`src/rtl/core/fcc_pkg.sv`:
```
`timescale 1ns / 1ps
// ----------------------------------------------------------------------------
// fcc_pkg
// Shared types and constants for the frame capture controller.
// ----------------------------------------------------------------------------
package fcc_pkg;

	typedef enum logic [2:0] {
		MODE_IDLE      = 3'd0,
		MODE_CAPTURING = 3'd1,
		MODE_SCANNING  = 3'd2,
		MODE_READY     = 3'd3,
		MODE_FAILED    = 3'd4
	} mode_t;

	typedef enum logic [2:0] {
		OP_START   = 3'd0,
		OP_POLL    = 3'd1,
		OP_SCAN    = 3'd2,
		OP_CHUNK   = 3'd3,
		OP_DISCARD = 3'd4,
		OP_NOP     = 3'd7
	} op_t;

	typedef enum logic [1:0] {
		FCMD_NONE        = 2'd0,
		FCMD_FLUSH_START = 2'd1,
		FCMD_REWIND      = 2'd2,
		FCMD_FLUSH       = 2'd3
	} fcmd_t;

	localparam logic [1:0] REG_ENABLE   = 2'd0;
	localparam logic [1:0] REG_TIMEOUT  = 2'd1;
	localparam logic [1:0] REG_MAX_FIFO = 2'd2;

	localparam logic [7:0]  MARK_HI      = 8'hFF;
	localparam logic [7:0]  MARK_LO      = 8'hD9;
	localparam logic [15:0] TIMEOUT_RST  = 16'd1000;
	localparam logic [31:0] MAX_FIFO_RST = 32'h0010_0000;

endpackage

```
`src/rtl/core/fcc_fifo.sv`:
```
`timescale 1ns / 1ps
// ----------------------------------------------------------------------------
// fcc_fifo
// Small register queue with simultaneous push and pop.
// ----------------------------------------------------------------------------
module fcc_fifo #(
	parameter int WIDTH = 8,
	parameter int DEPTH = 2
) (
	input  logic             clk,
	input  logic             arst_n,
	input  logic             push,
	input  logic [WIDTH-1:0] wdata,
	output logic             full,
	input  logic             pop,
	output logic [WIDTH-1:0] rdata,
	output logic             empty
);

	localparam int AW    = (DEPTH > 1) ? $clog2(DEPTH) : 1;
	localparam int CNT_W = $clog2(DEPTH + 1);

	logic [WIDTH-1:0] mem_q [DEPTH];
	logic [AW-1:0]    wr_ptr_q, rd_ptr_q;
	logic [CNT_W-1:0] cnt_q;
	logic             do_push, do_pop;

	assign full    = (cnt_q == CNT_W'(DEPTH));
	assign empty   = (cnt_q == '0);
	assign do_push = push && !full;
	assign do_pop  = pop && !empty;
	assign rdata   = mem_q[rd_ptr_q];

	always_ff @(posedge clk) begin
		if (do_push) begin
			mem_q[wr_ptr_q] <= wdata;
		end
	end

	always_ff @(posedge clk or negedge arst_n) begin
		if (!arst_n) begin
			wr_ptr_q <= '0;
			rd_ptr_q <= '0;
			cnt_q    <= '0;
		end else begin
			if (do_push) begin
				wr_ptr_q <= (wr_ptr_q == AW'(DEPTH - 1)) ? '0 : wr_ptr_q + 1'b1;
			end
			if (do_pop) begin
				rd_ptr_q <= (rd_ptr_q == AW'(DEPTH - 1)) ? '0 : rd_ptr_q + 1'b1;
			end
			case ({do_push, do_pop})
				2'b10:   cnt_q <= cnt_q + 1'b1;
				2'b01:   cnt_q <= cnt_q - 1'b1;
				default: cnt_q <= cnt_q;
			endcase
		end
	end

endmodule

```
`src/rtl/core/fcc_front.sv`:
```
`timescale 1ns / 1ps
// ----------------------------------------------------------------------------
// fcc_front
// Input side: takes words, classifies the opcode and packs the command.
// ----------------------------------------------------------------------------
module fcc_front
	import fcc_pkg::*;
#(
	parameter int LENGTH_BITS = 23,
	parameter int CHUNK_BITS  = 16,
	parameter int CMD_W       = LENGTH_BITS + CHUNK_BITS + 44
) (
	input  logic                   push,
	output logic                   full,
	input  logic [2:0]             opcode,
	input  logic [31:0]            now_ms,
	input  logic                   done_flag,
	input  logic [LENGTH_BITS-1:0] fifo_level,
	input  logic [7:0]             fifo_byte,
	input  logic [CHUNK_BITS-1:0]  chunk_request,
	output logic                   cmd_push,
	output logic [CMD_W-1:0]       cmd_data,
	input  logic                   cmd_full
);

	op_t op;

	always_comb begin
		case (op_t'(opcode))
			OP_START:   op = OP_START;
			OP_POLL:    op = OP_POLL;
			OP_SCAN:    op = OP_SCAN;
			OP_CHUNK:   op = OP_CHUNK;
			OP_DISCARD: op = OP_DISCARD;
			default:    op = OP_NOP;
		endcase
	end

	assign full     = cmd_full;
	assign cmd_push = push && !cmd_full;
	assign cmd_data = {op, now_ms, done_flag, fifo_level, fifo_byte, chunk_request};

endmodule

```
`src/rtl/core/fcc_back.sv`:
```
`timescale 1ns / 1ps
// ----------------------------------------------------------------------------
// fcc_back
// Execution side: capture state machine, frame scan and chunk grants.
// ----------------------------------------------------------------------------
module fcc_back
	import fcc_pkg::*;
#(
	parameter int LENGTH_BITS = 23,
	parameter int CHUNK_BITS  = 16,
	parameter int CMD_W       = LENGTH_BITS + CHUNK_BITS + 44,
	parameter int RES_W       = LENGTH_BITS + CHUNK_BITS + 6
) (
	input  logic                   clk,
	input  logic                   arst_n,
	input  logic                   capture_enabled,
	input  logic [15:0]            timeout_ms,
	input  logic [LENGTH_BITS-1:0] max_fifo_bytes,
	input  logic                   cmd_empty,
	input  logic [CMD_W-1:0]       cmd_data,
	output logic                   cmd_pop,
	output logic                   res_push,
	output logic [RES_W-1:0]       res_data,
	input  logic                   res_full
);

	localparam int L  = LENGTH_BITS;
	localparam int C  = CHUNK_BITS;
	localparam int CW = (L > C) ? L : C;

	logic [2:0]   op_bits;
	logic [31:0]  now;
	logic         done;
	logic [L-1:0] flen;
	logic [7:0]   fbyte;
	logic [C-1:0] req;
	op_t          op;

	mode_t        mode_q, mode_d;
	logic [31:0]  start_q, start_d;
	logic [L-1:0] fifo_cnt_q, fifo_cnt_d;
	logic [L-1:0] scan_idx_q, scan_idx_d;
	logic [7:0]   prev_q, prev_d;
	logic [L-1:0] rem_q, rem_d;

	logic         exec;
	logic [31:0]  elapsed;
	logic         timed_out, len_bad, mark, scan_end, start_ok, chunk_ok, req_lt;
	logic [L-1:0] idx_inc, rem_after, left_o;
	logic [C-1:0] grant, grant_o;
	logic         acc;
	fcmd_t        fcmd;

	assign {op_bits, now, done, flen, fbyte, req} = cmd_data;
	assign op = op_t'(op_bits);

	assign exec     = !cmd_empty && !res_full;
	assign cmd_pop  = exec;
	assign res_push = exec;

	assign elapsed   = now - start_q;
	assign timed_out = elapsed > {16'b0, timeout_ms};
	assign len_bad   = (flen == '0) || (flen > max_fifo_bytes);
	assign mark      = (prev_q == MARK_HI) && (fbyte == MARK_LO);
	assign idx_inc   = scan_idx_q + 1'b1;
	assign scan_end  = idx_inc >= fifo_cnt_q;
	assign start_ok  = capture_enabled && (mode_q != MODE_CAPTURING)
		&& (mode_q != MODE_SCANNING);
	assign chunk_ok  = (mode_q == MODE_READY) && (req != '0) && (rem_q != '0);
	assign req_lt    = CW'(req) < CW'(rem_q);
	assign grant     = req_lt ? req : C'(rem_q);
	assign rem_after = rem_q - L'(grant);

	always_comb begin
		mode_d = mode_q;
		if (exec) begin
			case (op)
				OP_START: begin
					if (start_ok) begin
						mode_d = MODE_CAPTURING;
					end
				end
				OP_POLL: begin
					if (mode_q == MODE_CAPTURING) begin
						if (done) begin
							mode_d = len_bad ? MODE_FAILED : MODE_SCANNING;
						end else if (timed_out) begin
							mode_d = MODE_FAILED;
						end
					end
				end
				OP_SCAN: begin
					if (mode_q == MODE_SCANNING) begin
						if (mark) begin
							mode_d = MODE_READY;
						end else if (scan_end) begin
							mode_d = MODE_FAILED;
						end
					end
				end
				OP_CHUNK: begin
					if (chunk_ok && !req_lt) begin
						mode_d = MODE_IDLE;
					end
				end
				OP_DISCARD: mode_d = MODE_IDLE;
				default:    mode_d = mode_q;
			endcase
		end
	end

	always_comb begin
		start_d    = start_q;
		fifo_cnt_d = fifo_cnt_q;
		scan_idx_d = scan_idx_q;
		prev_d     = prev_q;
		rem_d      = rem_q;
		acc        = 1'b0;
		grant_o    = '0;
		fcmd       = FCMD_NONE;
		if (exec) begin
			case (op)
				OP_START: begin
					if (start_ok) begin
						start_d = now;
						rem_d   = '0;
						acc     = 1'b1;
						fcmd    = FCMD_FLUSH_START;
					end
				end
				OP_POLL: begin
					if ((mode_q == MODE_CAPTURING) && done && !len_bad) begin
						fifo_cnt_d = flen;
						scan_idx_d = '0;
						prev_d     = '0;
					end
				end
				OP_SCAN: begin
					if (mode_q == MODE_SCANNING) begin
						if (mark) begin
							rem_d = idx_inc;
							fcmd  = FCMD_REWIND;
						end else begin
							prev_d     = fbyte;
							scan_idx_d = idx_inc;
							if (scan_end) begin
								rem_d = '0;
								fcmd  = FCMD_REWIND;
							end
						end
					end
				end
				OP_CHUNK: begin
					if (chunk_ok) begin
						grant_o = grant;
						acc     = 1'b1;
						rem_d   = rem_after;
					end
				end
				OP_DISCARD: begin
					rem_d = '0;
					fcmd  = FCMD_FLUSH;
				end
				default: begin
					fcmd = FCMD_NONE;
				end
			endcase
		end
	end

	assign left_o   = (mode_d == MODE_READY) ? rem_d : '0;
	assign res_data = {mode_d, left_o, acc, grant_o, fcmd};

	always_ff @(posedge clk or negedge arst_n) begin
		if (!arst_n) begin
			mode_q     <= MODE_IDLE;
			start_q    <= '0;
			fifo_cnt_q <= '0;
			scan_idx_q <= '0;
			prev_q     <= '0;
			rem_q      <= '0;
		end else begin
			mode_q     <= mode_d;
			start_q    <= start_d;
			fifo_cnt_q <= fifo_cnt_d;
			scan_idx_q <= scan_idx_d;
			prev_q     <= prev_d;
			rem_q      <= rem_d;
		end
	end

`ifndef SYNTHESIS
	a_ready_has_bytes: assert property (@(posedge clk) disable iff (!arst_n)
		(mode_q == MODE_READY) |-> (rem_q != '0))
		else $error("ready with no bytes left");

	a_scan_in_range: assert property (@(posedge clk) disable iff (!arst_n)
		(mode_q == MODE_SCANNING) |-> (scan_idx_q < fifo_cnt_q))
		else $error("scan index past fifo end");

	a_grant_flagged: assert property (@(posedge clk) disable iff (!arst_n)
		(res_push && (grant_o != '0)) |-> (acc && (mode_q == MODE_READY)))
		else $error("grant without accept");

	a_start_cmd: assert property (@(posedge clk) disable iff (!arst_n)
		(res_push && (fcmd == FCMD_FLUSH_START)) |=> (mode_q == MODE_CAPTURING))
		else $error("flush-and-start without capture");
`endif

endmodule

```
`src/rtl/core/frame_capture_controller_top.sv`:
```
`timescale 1ns / 1ps
// ----------------------------------------------------------------------------
// frame_capture_controller_top
// Camera frame capture controller with APB register port.
// ----------------------------------------------------------------------------
// Sustains one word per clock while full is low: a pushed word goes into a
// two-entry command queue, is executed by the capture state machine as it is
// popped, and its result enters a two-entry result queue before it shows on
// the result ports. full rises only when pops stall long enough that both
// queues fill. Registers:
// 0x0 capture_enabled, 0x4 timeout_ms, 0x8 max_fifo_bytes.
module frame_capture_controller_top
	import fcc_pkg::*;
#(
	parameter int LENGTH_BITS = 23,
	parameter int CHUNK_BITS  = 16
) (
	input  logic                   clk,
	input  logic                   arst_n,
	input  logic                   psel,
	input  logic                   penable,
	input  logic                   pwrite,
	input  logic [3:0]             paddr,
	input  logic [31:0]            pwdata,
	output logic [31:0]            prdata,
	output logic                   pready,
	input  logic                   push,
	output logic                   full,
	input  logic [2:0]             opcode,
	input  logic [31:0]            now_ms,
	input  logic                   done_flag,
	input  logic [LENGTH_BITS-1:0] fifo_level,
	input  logic [7:0]             fifo_byte,
	input  logic [CHUNK_BITS-1:0]  chunk_request,
	output logic                   empty,
	input  logic                   pop,
	output logic [2:0]             mode_code,
	output logic [LENGTH_BITS-1:0] bytes_left,
	output logic                   accepted,
	output logic [CHUNK_BITS-1:0]  granted,
	output logic [1:0]             fifo_command
);

	localparam int CMD_W = LENGTH_BITS + CHUNK_BITS + 44;
	localparam int RES_W = LENGTH_BITS + CHUNK_BITS + 6;

	logic                   enable_q;
	logic [15:0]            timeout_q;
	logic [LENGTH_BITS-1:0] max_fifo_q;
	logic                   wr_en;

	logic             cmd_push, cmd_full, cmd_empty, cmd_pop;
	logic [CMD_W-1:0] cmd_wdata, cmd_rdata;
	logic             res_push, res_full;
	logic [RES_W-1:0] res_wdata, res_rdata;

	assign pready = 1'b1;
	assign wr_en  = psel && penable && pwrite && pready;

	always_ff @(posedge clk or negedge arst_n) begin
		if (!arst_n) begin
			enable_q   <= 1'b0;
			timeout_q  <= TIMEOUT_RST;
			max_fifo_q <= MAX_FIFO_RST[LENGTH_BITS-1:0];
		end else if (wr_en) begin
			case (paddr[3:2])
				REG_ENABLE:   enable_q   <= pwdata[0];
				REG_TIMEOUT:  timeout_q  <= pwdata[15:0];
				REG_MAX_FIFO: max_fifo_q <= pwdata[LENGTH_BITS-1:0];
				default:      enable_q   <= enable_q;
			endcase
		end
	end

	always_comb begin
		case (paddr[3:2])
			REG_ENABLE:   prdata = {31'b0, enable_q};
			REG_TIMEOUT:  prdata = {16'b0, timeout_q};
			REG_MAX_FIFO: prdata = 32'(max_fifo_q);
			default:      prdata = '0;
		endcase
	end

	fcc_front #(
		.LENGTH_BITS(LENGTH_BITS),
		.CHUNK_BITS (CHUNK_BITS),
		.CMD_W      (CMD_W)
	) u_front (
		.push         (push),
		.full         (full),
		.opcode       (opcode),
		.now_ms       (now_ms),
		.done_flag    (done_flag),
		.fifo_level   (fifo_level),
		.fifo_byte    (fifo_byte),
		.chunk_request(chunk_request),
		.cmd_push     (cmd_push),
		.cmd_data     (cmd_wdata),
		.cmd_full     (cmd_full)
	);

	fcc_fifo #(
		.WIDTH(CMD_W),
		.DEPTH(2)
	) u_cmd_q (
		.clk   (clk),
		.arst_n(arst_n),
		.push  (cmd_push),
		.wdata (cmd_wdata),
		.full  (cmd_full),
		.pop   (cmd_pop),
		.rdata (cmd_rdata),
		.empty (cmd_empty)
	);

	fcc_back #(
		.LENGTH_BITS(LENGTH_BITS),
		.CHUNK_BITS (CHUNK_BITS),
		.CMD_W      (CMD_W),
		.RES_W      (RES_W)
	) u_back (
		.clk            (clk),
		.arst_n         (arst_n),
		.capture_enabled(enable_q),
		.timeout_ms     (timeout_q),
		.max_fifo_bytes (max_fifo_q),
		.cmd_empty      (cmd_empty),
		.cmd_data       (cmd_rdata),
		.cmd_pop        (cmd_pop),
		.res_push       (res_push),
		.res_data       (res_wdata),
		.res_full       (res_full)
	);

	fcc_fifo #(
		.WIDTH(RES_W),
		.DEPTH(2)
	) u_res_q (
		.clk   (clk),
		.arst_n(arst_n),
		.push  (res_push),
		.wdata (res_wdata),
		.full  (res_full),
		.pop   (pop),
		.rdata (res_rdata),
		.empty (empty)
	);

	assign {mode_code, bytes_left, accepted, granted, fifo_command} = res_rdata;

endmodule

```
`config.mk`:
```
export PLATFORM = sky130hd
export DESIGN_NAME = frame_capture_controller_top
export DESIGN_NICKNAME = d
export VERILOG_FILES = /design/src/rtl/core/fcc_pkg.sv /design/src/rtl/core/fcc_fifo.sv /design/src/rtl/core/fcc_front.sv /design/src/rtl/core/fcc_back.sv /design/src/rtl/core/frame_capture_controller_top.sv
export SDC_FILE = /design/constraint.sdc
export NUM_CORES = 1
export LEC_CHECK = 0
export ABC_AREA = 1
export ABC_CLOCK_PERIOD_IN_PS = 6500
export BUFFER_PORTS_ARGS = -buffer_cell sky130_fd_sc_hd__buf_2
export CAP_MARGIN = 15
export CORE_MARGIN = 2
export CORE_UTILIZATION = 44
export DETAILED_ROUTE_END_ITERATION = 10
export SYNTH_ARGS = -nofsm -noshare
export SYNTH_HDL_FRONTEND = slang
export SYNTH_SLANG_ARGS = --single-unit
```
`constraint.sdc`:
```
create_clock -name clk -period 6.5 [get_ports clk]
set_clock_uncertainty 0.2 [all_clocks]
set_input_delay 0.65 -clock clk [delete_from_list [all_inputs] [get_ports clk]]
set_output_delay 0.65 -clock clk [all_outputs]
set_load 0.03 [all_outputs]
```
* Yosys cells after proc, flatten, opt, wreduce, memory -nomap -nowiden
Memory sizes are Yosys's and may differ from the RTL's. Index checks and enable logic that the tools add are counted.
Cells by class: reduce and logical (&&, ||, !) cells 40, add/sub/neg operators 11, order comparisons 4, equal/unequal tests 27, mux-type cells 53
Operator list (count):
- two-way mux 23 bit | 10
- one-hot mux 23 bit (4 select lines) | 1
- one-hot mux 23 bit (3 select lines) | 1
- two-way mux 16 bit | 4
- one-hot mux 23 bit (2 select lines) | 1
- > comparator 32 x 16 -> 1 bit | 1
- subtractor 32 bit | 1
- two-way mux 3 bit | 10
- one-hot mux 3 bit (5 select lines) | 2
- two-way mux 8 bit | 3
- adder 23 x 1 -> 23 bit (second input constant) | 1
- >= comparator 23 bit | 1
- > comparator 23 bit | 1
- zero test 23 bit | 1
- < comparator 16 x 23 -> 1 bit | 1
- nonzero test 23 bit | 1
- subtractor 23 x 16 -> 23 bit | 1
- equality test 3 x 2 -> 1 bit (second input constant) | 7
- equality test 8 bit (second input constant) | 2
- logical AND 1 bit | 16
- one-hot mux 8 bit (2 select lines) | 1
- nonzero test 16 bit | 1
- two-way mux 1 bit | 12
- equality test 2 bit (second input constant) | 5
- 22 further kinds | 50
Storage, ports and cells: output and inout port bits 80, input bits 126, memories 2, RAM bits 256, register bits 160, word-level logic and storage cells 152
Memory list:
- u_cmd_q.mem_q | words 2, width 83, rd ports 1, clocked after Yosys merged registers in 0, write ports 1, line fcc_fifo.sv:23 | logic [WIDTH-1:0] mem_q [DEPTH];
- u_res_q.mem_q | words 2, width 45, rd ports 1, clocked after Yosys merged registers in 0, write ports 1, line fcc_fifo.sv:23

* Depth between registers and ports, before layout
An unclocked memory read counts as a cell.
depth in word-level cells 10, depth in mapped cells 35, depth with buffers taken out 32

* Hierarchy
A second synthesis with hierarchy kept.
Unflattened totals: cell total of the unflattened synthesis 2990, area, all modules 24289.5 um^2
By module, submodules not included:
- fcc_back | cells each 1908, area an instance 11920.2 um^2, times used 1, seq. area each 2802.7 um^2
- fcc_fifo at u_cmd_q | cells each 466, area an instance 6252.2 um^2, times used 1, seq. area each 5084.9 um^2
- fcc_fifo at u_res_q | cells each 267, area an instance 3508.4 um^2, times used 1, seq. area each 2802.7 um^2
- frame_capture_controller_top | cells each 259, area an instance 1966.9 um^2, times used 1, seq. area each 1009.7 um^2
- fcc_front | cells each 90, area an instance 641.9 um^2, times used 1, seq. area each 0.0 um^2

* Worst setup path after synthesis
OpenSTA, ideal clock, no wires.
kind input port to flip-flop, start input port push, end memory u_cmd_q.mem_q[0][0] in the netlist's numbering (enable), slack 1.459 ns, setup time 0.525 ns, data arrival time 4.316 ns, buffers on the path 0, stages on the path 2, required time 5.775 ns, cell sequence o21ai_0 > nor2_1
On the way: longest elaborated chain between the ends 4
RTL lines:
- start, declared | line frame_capture_controller_top.sv:27 | input logic push,
- logical AND 1 bit | line fcc_front.sv:40 | assign cmd_push = push && !cmd_full;
- logical AND 1 bit | line fcc_fifo.sv:30 | assign do_push = push && !full;
- two-way mux 1 bit | line fcc_fifo.sv:35 | if (do_push) begin
- two-way mux 1 bit (implied by the code) | line fcc_fifo.sv:36 | mem_q[wr_ptr_q] <= wdata;
- end, declared | line fcc_fifo.sv:23
No other way between the ends.

* Final worst setup path
start register u_cmd_q.rd_ptr_q, end memory u_res_q.mem_q[1][32] in the netlist's numbering, data pin
On the way: longest elaborated chain between the ends 10, elaborated cells on any way between the ends 37, classes of those cells add/sub (2); order compare (3); eq/ne (6); mux (16); reduce/logical (9); memory (1)
RTL lines:
- start, declared | line fcc_fifo.sv:24 | logic [AW-1:0] wr_ptr_q, rd_ptr_q;
- start signal, assigned | line fcc_fifo.sv:50 | rd_ptr_q <= (rd_ptr_q == AW'(DEPTH - 1)) ? '0 : rd_ptr_q + 1'b1;
- memory (2 x 83 bit) (*)
- subtractor 32 bit (tied with other cells) | line fcc_back.sv:61 | assign elapsed = now - start_q;
- > comparator 32 x 16 -> 1 bit (tied with other cells) | line fcc_back.sv:62 | assign timed_out = elapsed > {16'b0, timeout_ms};
- two-way mux 3 bit (tied with other cells) | line fcc_back.sv:87 | end else if (timed_out) begin
- two-way mux 3 bit / logical AND 1 bit (equally long branches) | line fcc_back.sv:85, fcc_back.sv:102
- two-way mux 3 bit (on tied branches) | line fcc_back.sv:84, fcc_back.sv:102
- one-hot mux 3 bit (5 select lines) | line fcc_back.sv:77 | case (op)
- two-way mux 3 bit | line fcc_back.sv:76 | if (exec) begin
- equality test 3 x 2 -> 1 bit | line fcc_back.sv:171 | assign left_o = (mode_d == MODE_READY) ? rem_d : '0;
- two-way mux 23 bit (*) | line fcc_back.sv:171
- net res_wdata[32] | line frame_capture_controller_top.sv:55 | logic [RES_W-1:0] res_wdata, res_rdata;
- end, declared | line fcc_fifo.sv:23
Mark *: on every way through the listed nets, which the timed path passes. The rest lies on a longest branch.

==> flow_summary_export.csv <==
group,metric,value,unit
critical_path,cpMaxStageDelayCell,"o21ai_0",
critical_path,crit_cells,22,
synth,yosysTopAreaCell,"edfxtp_1",
timing,rsz0062_at_grt,"no",
power_and_ir_drop,cellPowerDensity,559,mW/mm^2
place,gp_congestion,0.963,
timing,hold_viol,0,
place,dp_hpwl,49200,um
drt,first_pass_iters,5,
timing,setup_ws,709,ps
timing,period_share,89.1,%
cts,ctsRootBufferMaster,"clkbuf_16",
critical_path,startpoint,"u_cmd_q.rd_ptr_q",
cts,path_clk_slew,60,ps
drt,drc_errors,0,
timing,relSlewSlack,32.4,%
cts,cts_tree,"built",
drt,ant_nets,0,
synth,yosysMostFrequentCell,"nand2_1",
critical_path,path_cells,"buf_4 > nand2_1 > nand2_1 > ha_1 > a21oi_1 > o21ai_0 > o211ai_1 > nand3_1 > buf_4 > o21ai_0 > ha_1 > inv_1 > o21ai_0 > a21boi_0 > o21ai_0 > a21oi_1 > a21oi_1 > o21ai_0 > o21ai_0 > o21ai_0 > a21oi_1 > nor2_2",
cells_and_area,utilization,50.1,%
synth,synthTopCellsByArea,"edfxtp_1 (32%), dfrtp_1 (16%), nand2_1 (14%), ha_1 (6.8%), inv_1 (6.2%)",
job,maxCapViolCount,0,
synth,yosysSeqAreaShare,49.3,%
timing,report.final.slew_viol_count,0,
critical_path,r2r-end,"u_res_q.mem_q[1][32]",
drt,wl,65000,um
drt,wl_per_cell,17.3,um
critical_path,critPathLaunchType,"flip-flop",
global_routing,antenna_found_initial,4,
power_and_ir_drop,peakVddDrop,0.270,mV
drt,num_vias,19300,
cts,cts_buffer_depth,3,
synth,yosys-top-cells-count,"nand2_1 (902), inv_1 (389), edfxtp_1 (256)",
critical_path,endpoint,"u_res_q.mem_q[1][32]",
synth,ys_warn_count,0,
die,start_util,44.3,%
global_routing,grt_max_degree,88,
critical_path,end_kind,"flip-flop",
cts,post_cts_buffers,0,
critical_path,path_buf_inv,3,
die,die-width,236,um
cells_and_area,fin_cells,3768,
synth,synth_cell_types,58,
global_routing,grt_overflow,0,
place,place_ws,816,ps
drt,drtIter0Drc,1401,
min_path,hold_class,"in2reg",
cts,htree_levels,2,
power_and_ir_drop,p_leak,12.5,nW
synth,netlist.area_leader.share,32.4,%
cts,numCtsBuffers,45,
cells_and_area,nets,3291,
outcome,status,"finished clean",
cells_and_area,drive_gt1_share,11.2,%
critical_path,crit_top_cell,"o21ai_0",
synth,syn_area,0.0237,mm^2
synth,synth-edff-count,256,
timing,tns,0,ps
global_routing,first_global_vias,19000,
cts,clkSinkCount,416,
synth,syn_avg_cell_area,8.30,um^2
critical_path,cp.required,6610,ps
timing,fmax,0.173,GHz
place,dpl.cell_count,3682,
critical_path,critical_path_peak_fanout,52,
critical_path,arrival,5900,ps
synth,synth-async-reset-ratio,38.5,%
cells_and_area,areaGrowthSynthToFinish,13.3,%
critical_path,critPathTopFamily,"compound AO/OA/AOI/OAI gates",
critical_path,reg2reg_slack,710,ps
critical_path,critical_path.max_stage_delay,650,ps
critical_path,crit_type,"reg2reg",
place,port_buffers,184,
critical_path,reg2regPathDepth,22,
drt,viasPerCell,5.13,
global_routing,grt_pass1_wl,103000,um
die,die_h,236,um
timing,setup_viol,0,
die,core-area,0.0536,mm^2
critical_path,r2r_start,"u_cmd_q.rd_ptr_q",
die,rows,85,
global_routing,grt_usage,23.5,%
timing,worst_pin_slew,1010,ps
timing,fin_crit,5790,ps
cts,clock_latency,590,ps
die,ios,206,
synth,synth-seq-cells,416,
cells_and_area,num-fill-cells,5174,
synth,synth_top_flop_cell,"edfxtp_1",
die,die_area,0.0558,mm^2
synth,synthCells,2860,
==> worst min path at each step <==
stage	depth (start not counted)	slack (ps)	start	endpoint
final	1	60	chunk_request[7]	u_cmd_q.mem_q[1][7]
after global routing	1	40	now_ms[11]	u_cmd_q.mem_q[1][59]
after CTS	1	20	now_ms[7]	u_cmd_q.mem_q[1][55]
after detailed placement	2	290	u_back.start_q[0]	u_back.start_q[0]
after global placement	2	280	u_back.start_q[0]	u_back.start_q[0]
after floorplan	0	150	arst_n	enable_q
==> metrics by stage <==
stage / power, W / area (um^2) / hold WS (ps)
2_1_floorplan: 0.0100 / 23800 / 154
5_1_grt: 0.0164 / 26900 / 40.2
6_report: 0.0150 / 26900 / 57.0
4_1_cts: 0.0151 / 26900 / 22.2
3_3_place_gp: 0.0123 / 25300 / 275
3_5_place_dp: 0.0124 / 25300 / 288
==> sequential cells by signal (all words and copies together), names as in the netlist, 3 cells and up <==
| register | cells |
|---|---|
| u_back.rem_q | 23 |
| u_cmd_q.mem_q | 166 |
| timeout_q | 16 |
| max_fifo_q | 23 |
| u_back.scan_idx_q | 23 |
| u_back.fifo_cnt_q | 23 |
| u_back.prev_q | 8 |
| u_back.start_q | 32 |
| u_back.mode_q | 3 |
| u_res_q.mem_q | 90 |
==> layout make-up <==
class                   instances  area [um^2]  share of cell area, %
repair buffers                211         1140                   4.26
well taps                     696          871                   3.24
multi-input cells            1959        10100                   37.7
inverters                     401         1510                   5.60
flip-flops and latches        416        11700                   43.5
clock buffers                  59         1250                   4.65
clock inverters                23          264                  0.982
diodes                          3         7.51                 0.0279
==> cells by family (layout without fill, tap and decap cells) <==
group                    Yosys count  in the layout  share of synthesized area (%)
flip-flops                       416            416                           49.3
XOR/XNOR                          53             53                           1.96
AND/OR/NAND/NOR                 1317           1317                           23.2
other                              2             13                         0.0317
multiplexers                       3              3                          0.132
buffers and inverters            493            694                           8.32
adder cells (fa/ha/maj)          131            131                           6.97
AO/OA/AOI/OAI                    445            445                           10.1
==> power by group <==
group / internal [W] / total [W] / switching, W
combinational: 0.00249 / 0.00838 / 0.00589
sequential: 0.00372 / 0.00402 / 0.000298
clock: 0.00156 / 0.00263 / 0.00107
==> repair_timing <==
item                                   in CTS  in global routing
gates resized for setup                     0                  0
endpoints found under the hold margin      17                  0
hold buffers                                1                  0
==> metal layers <==
layer | vias up | part of all wire [%] | GRT usage, %
li1 | 9678 | - | -
met1 | 9081 | 44 | 30.3
met2 | 432 | 48 | 39.7
met3 | 141 | 4.5 | 3.42
met4 | 2 | 3.9 | 9.61
met5 | - | 0.017 | 0
==> placed cells by master, fill, tap and decap left out, types with 10 or more instances in the layout <==
master     instances
inv_2             11
edfxtp_1         256
nand3_1          104
and2_1            10
ha_1             129
inv_1            389
nor3_1            25
o22ai_1           15
buf_2            183
o21ai_1           66
nor2_1           159
buf_4             25
xor2_1            45
o21ai_0          166
nor2_4            16
clkbuf_16         47
nand2_1          902
nor2_2            15
a21oi_1          144
nand4_1           37
dfrtp_1          152
nor4_1            21
o211ai_1          25
conb_1            10
(Power assumes the default switching activity.)
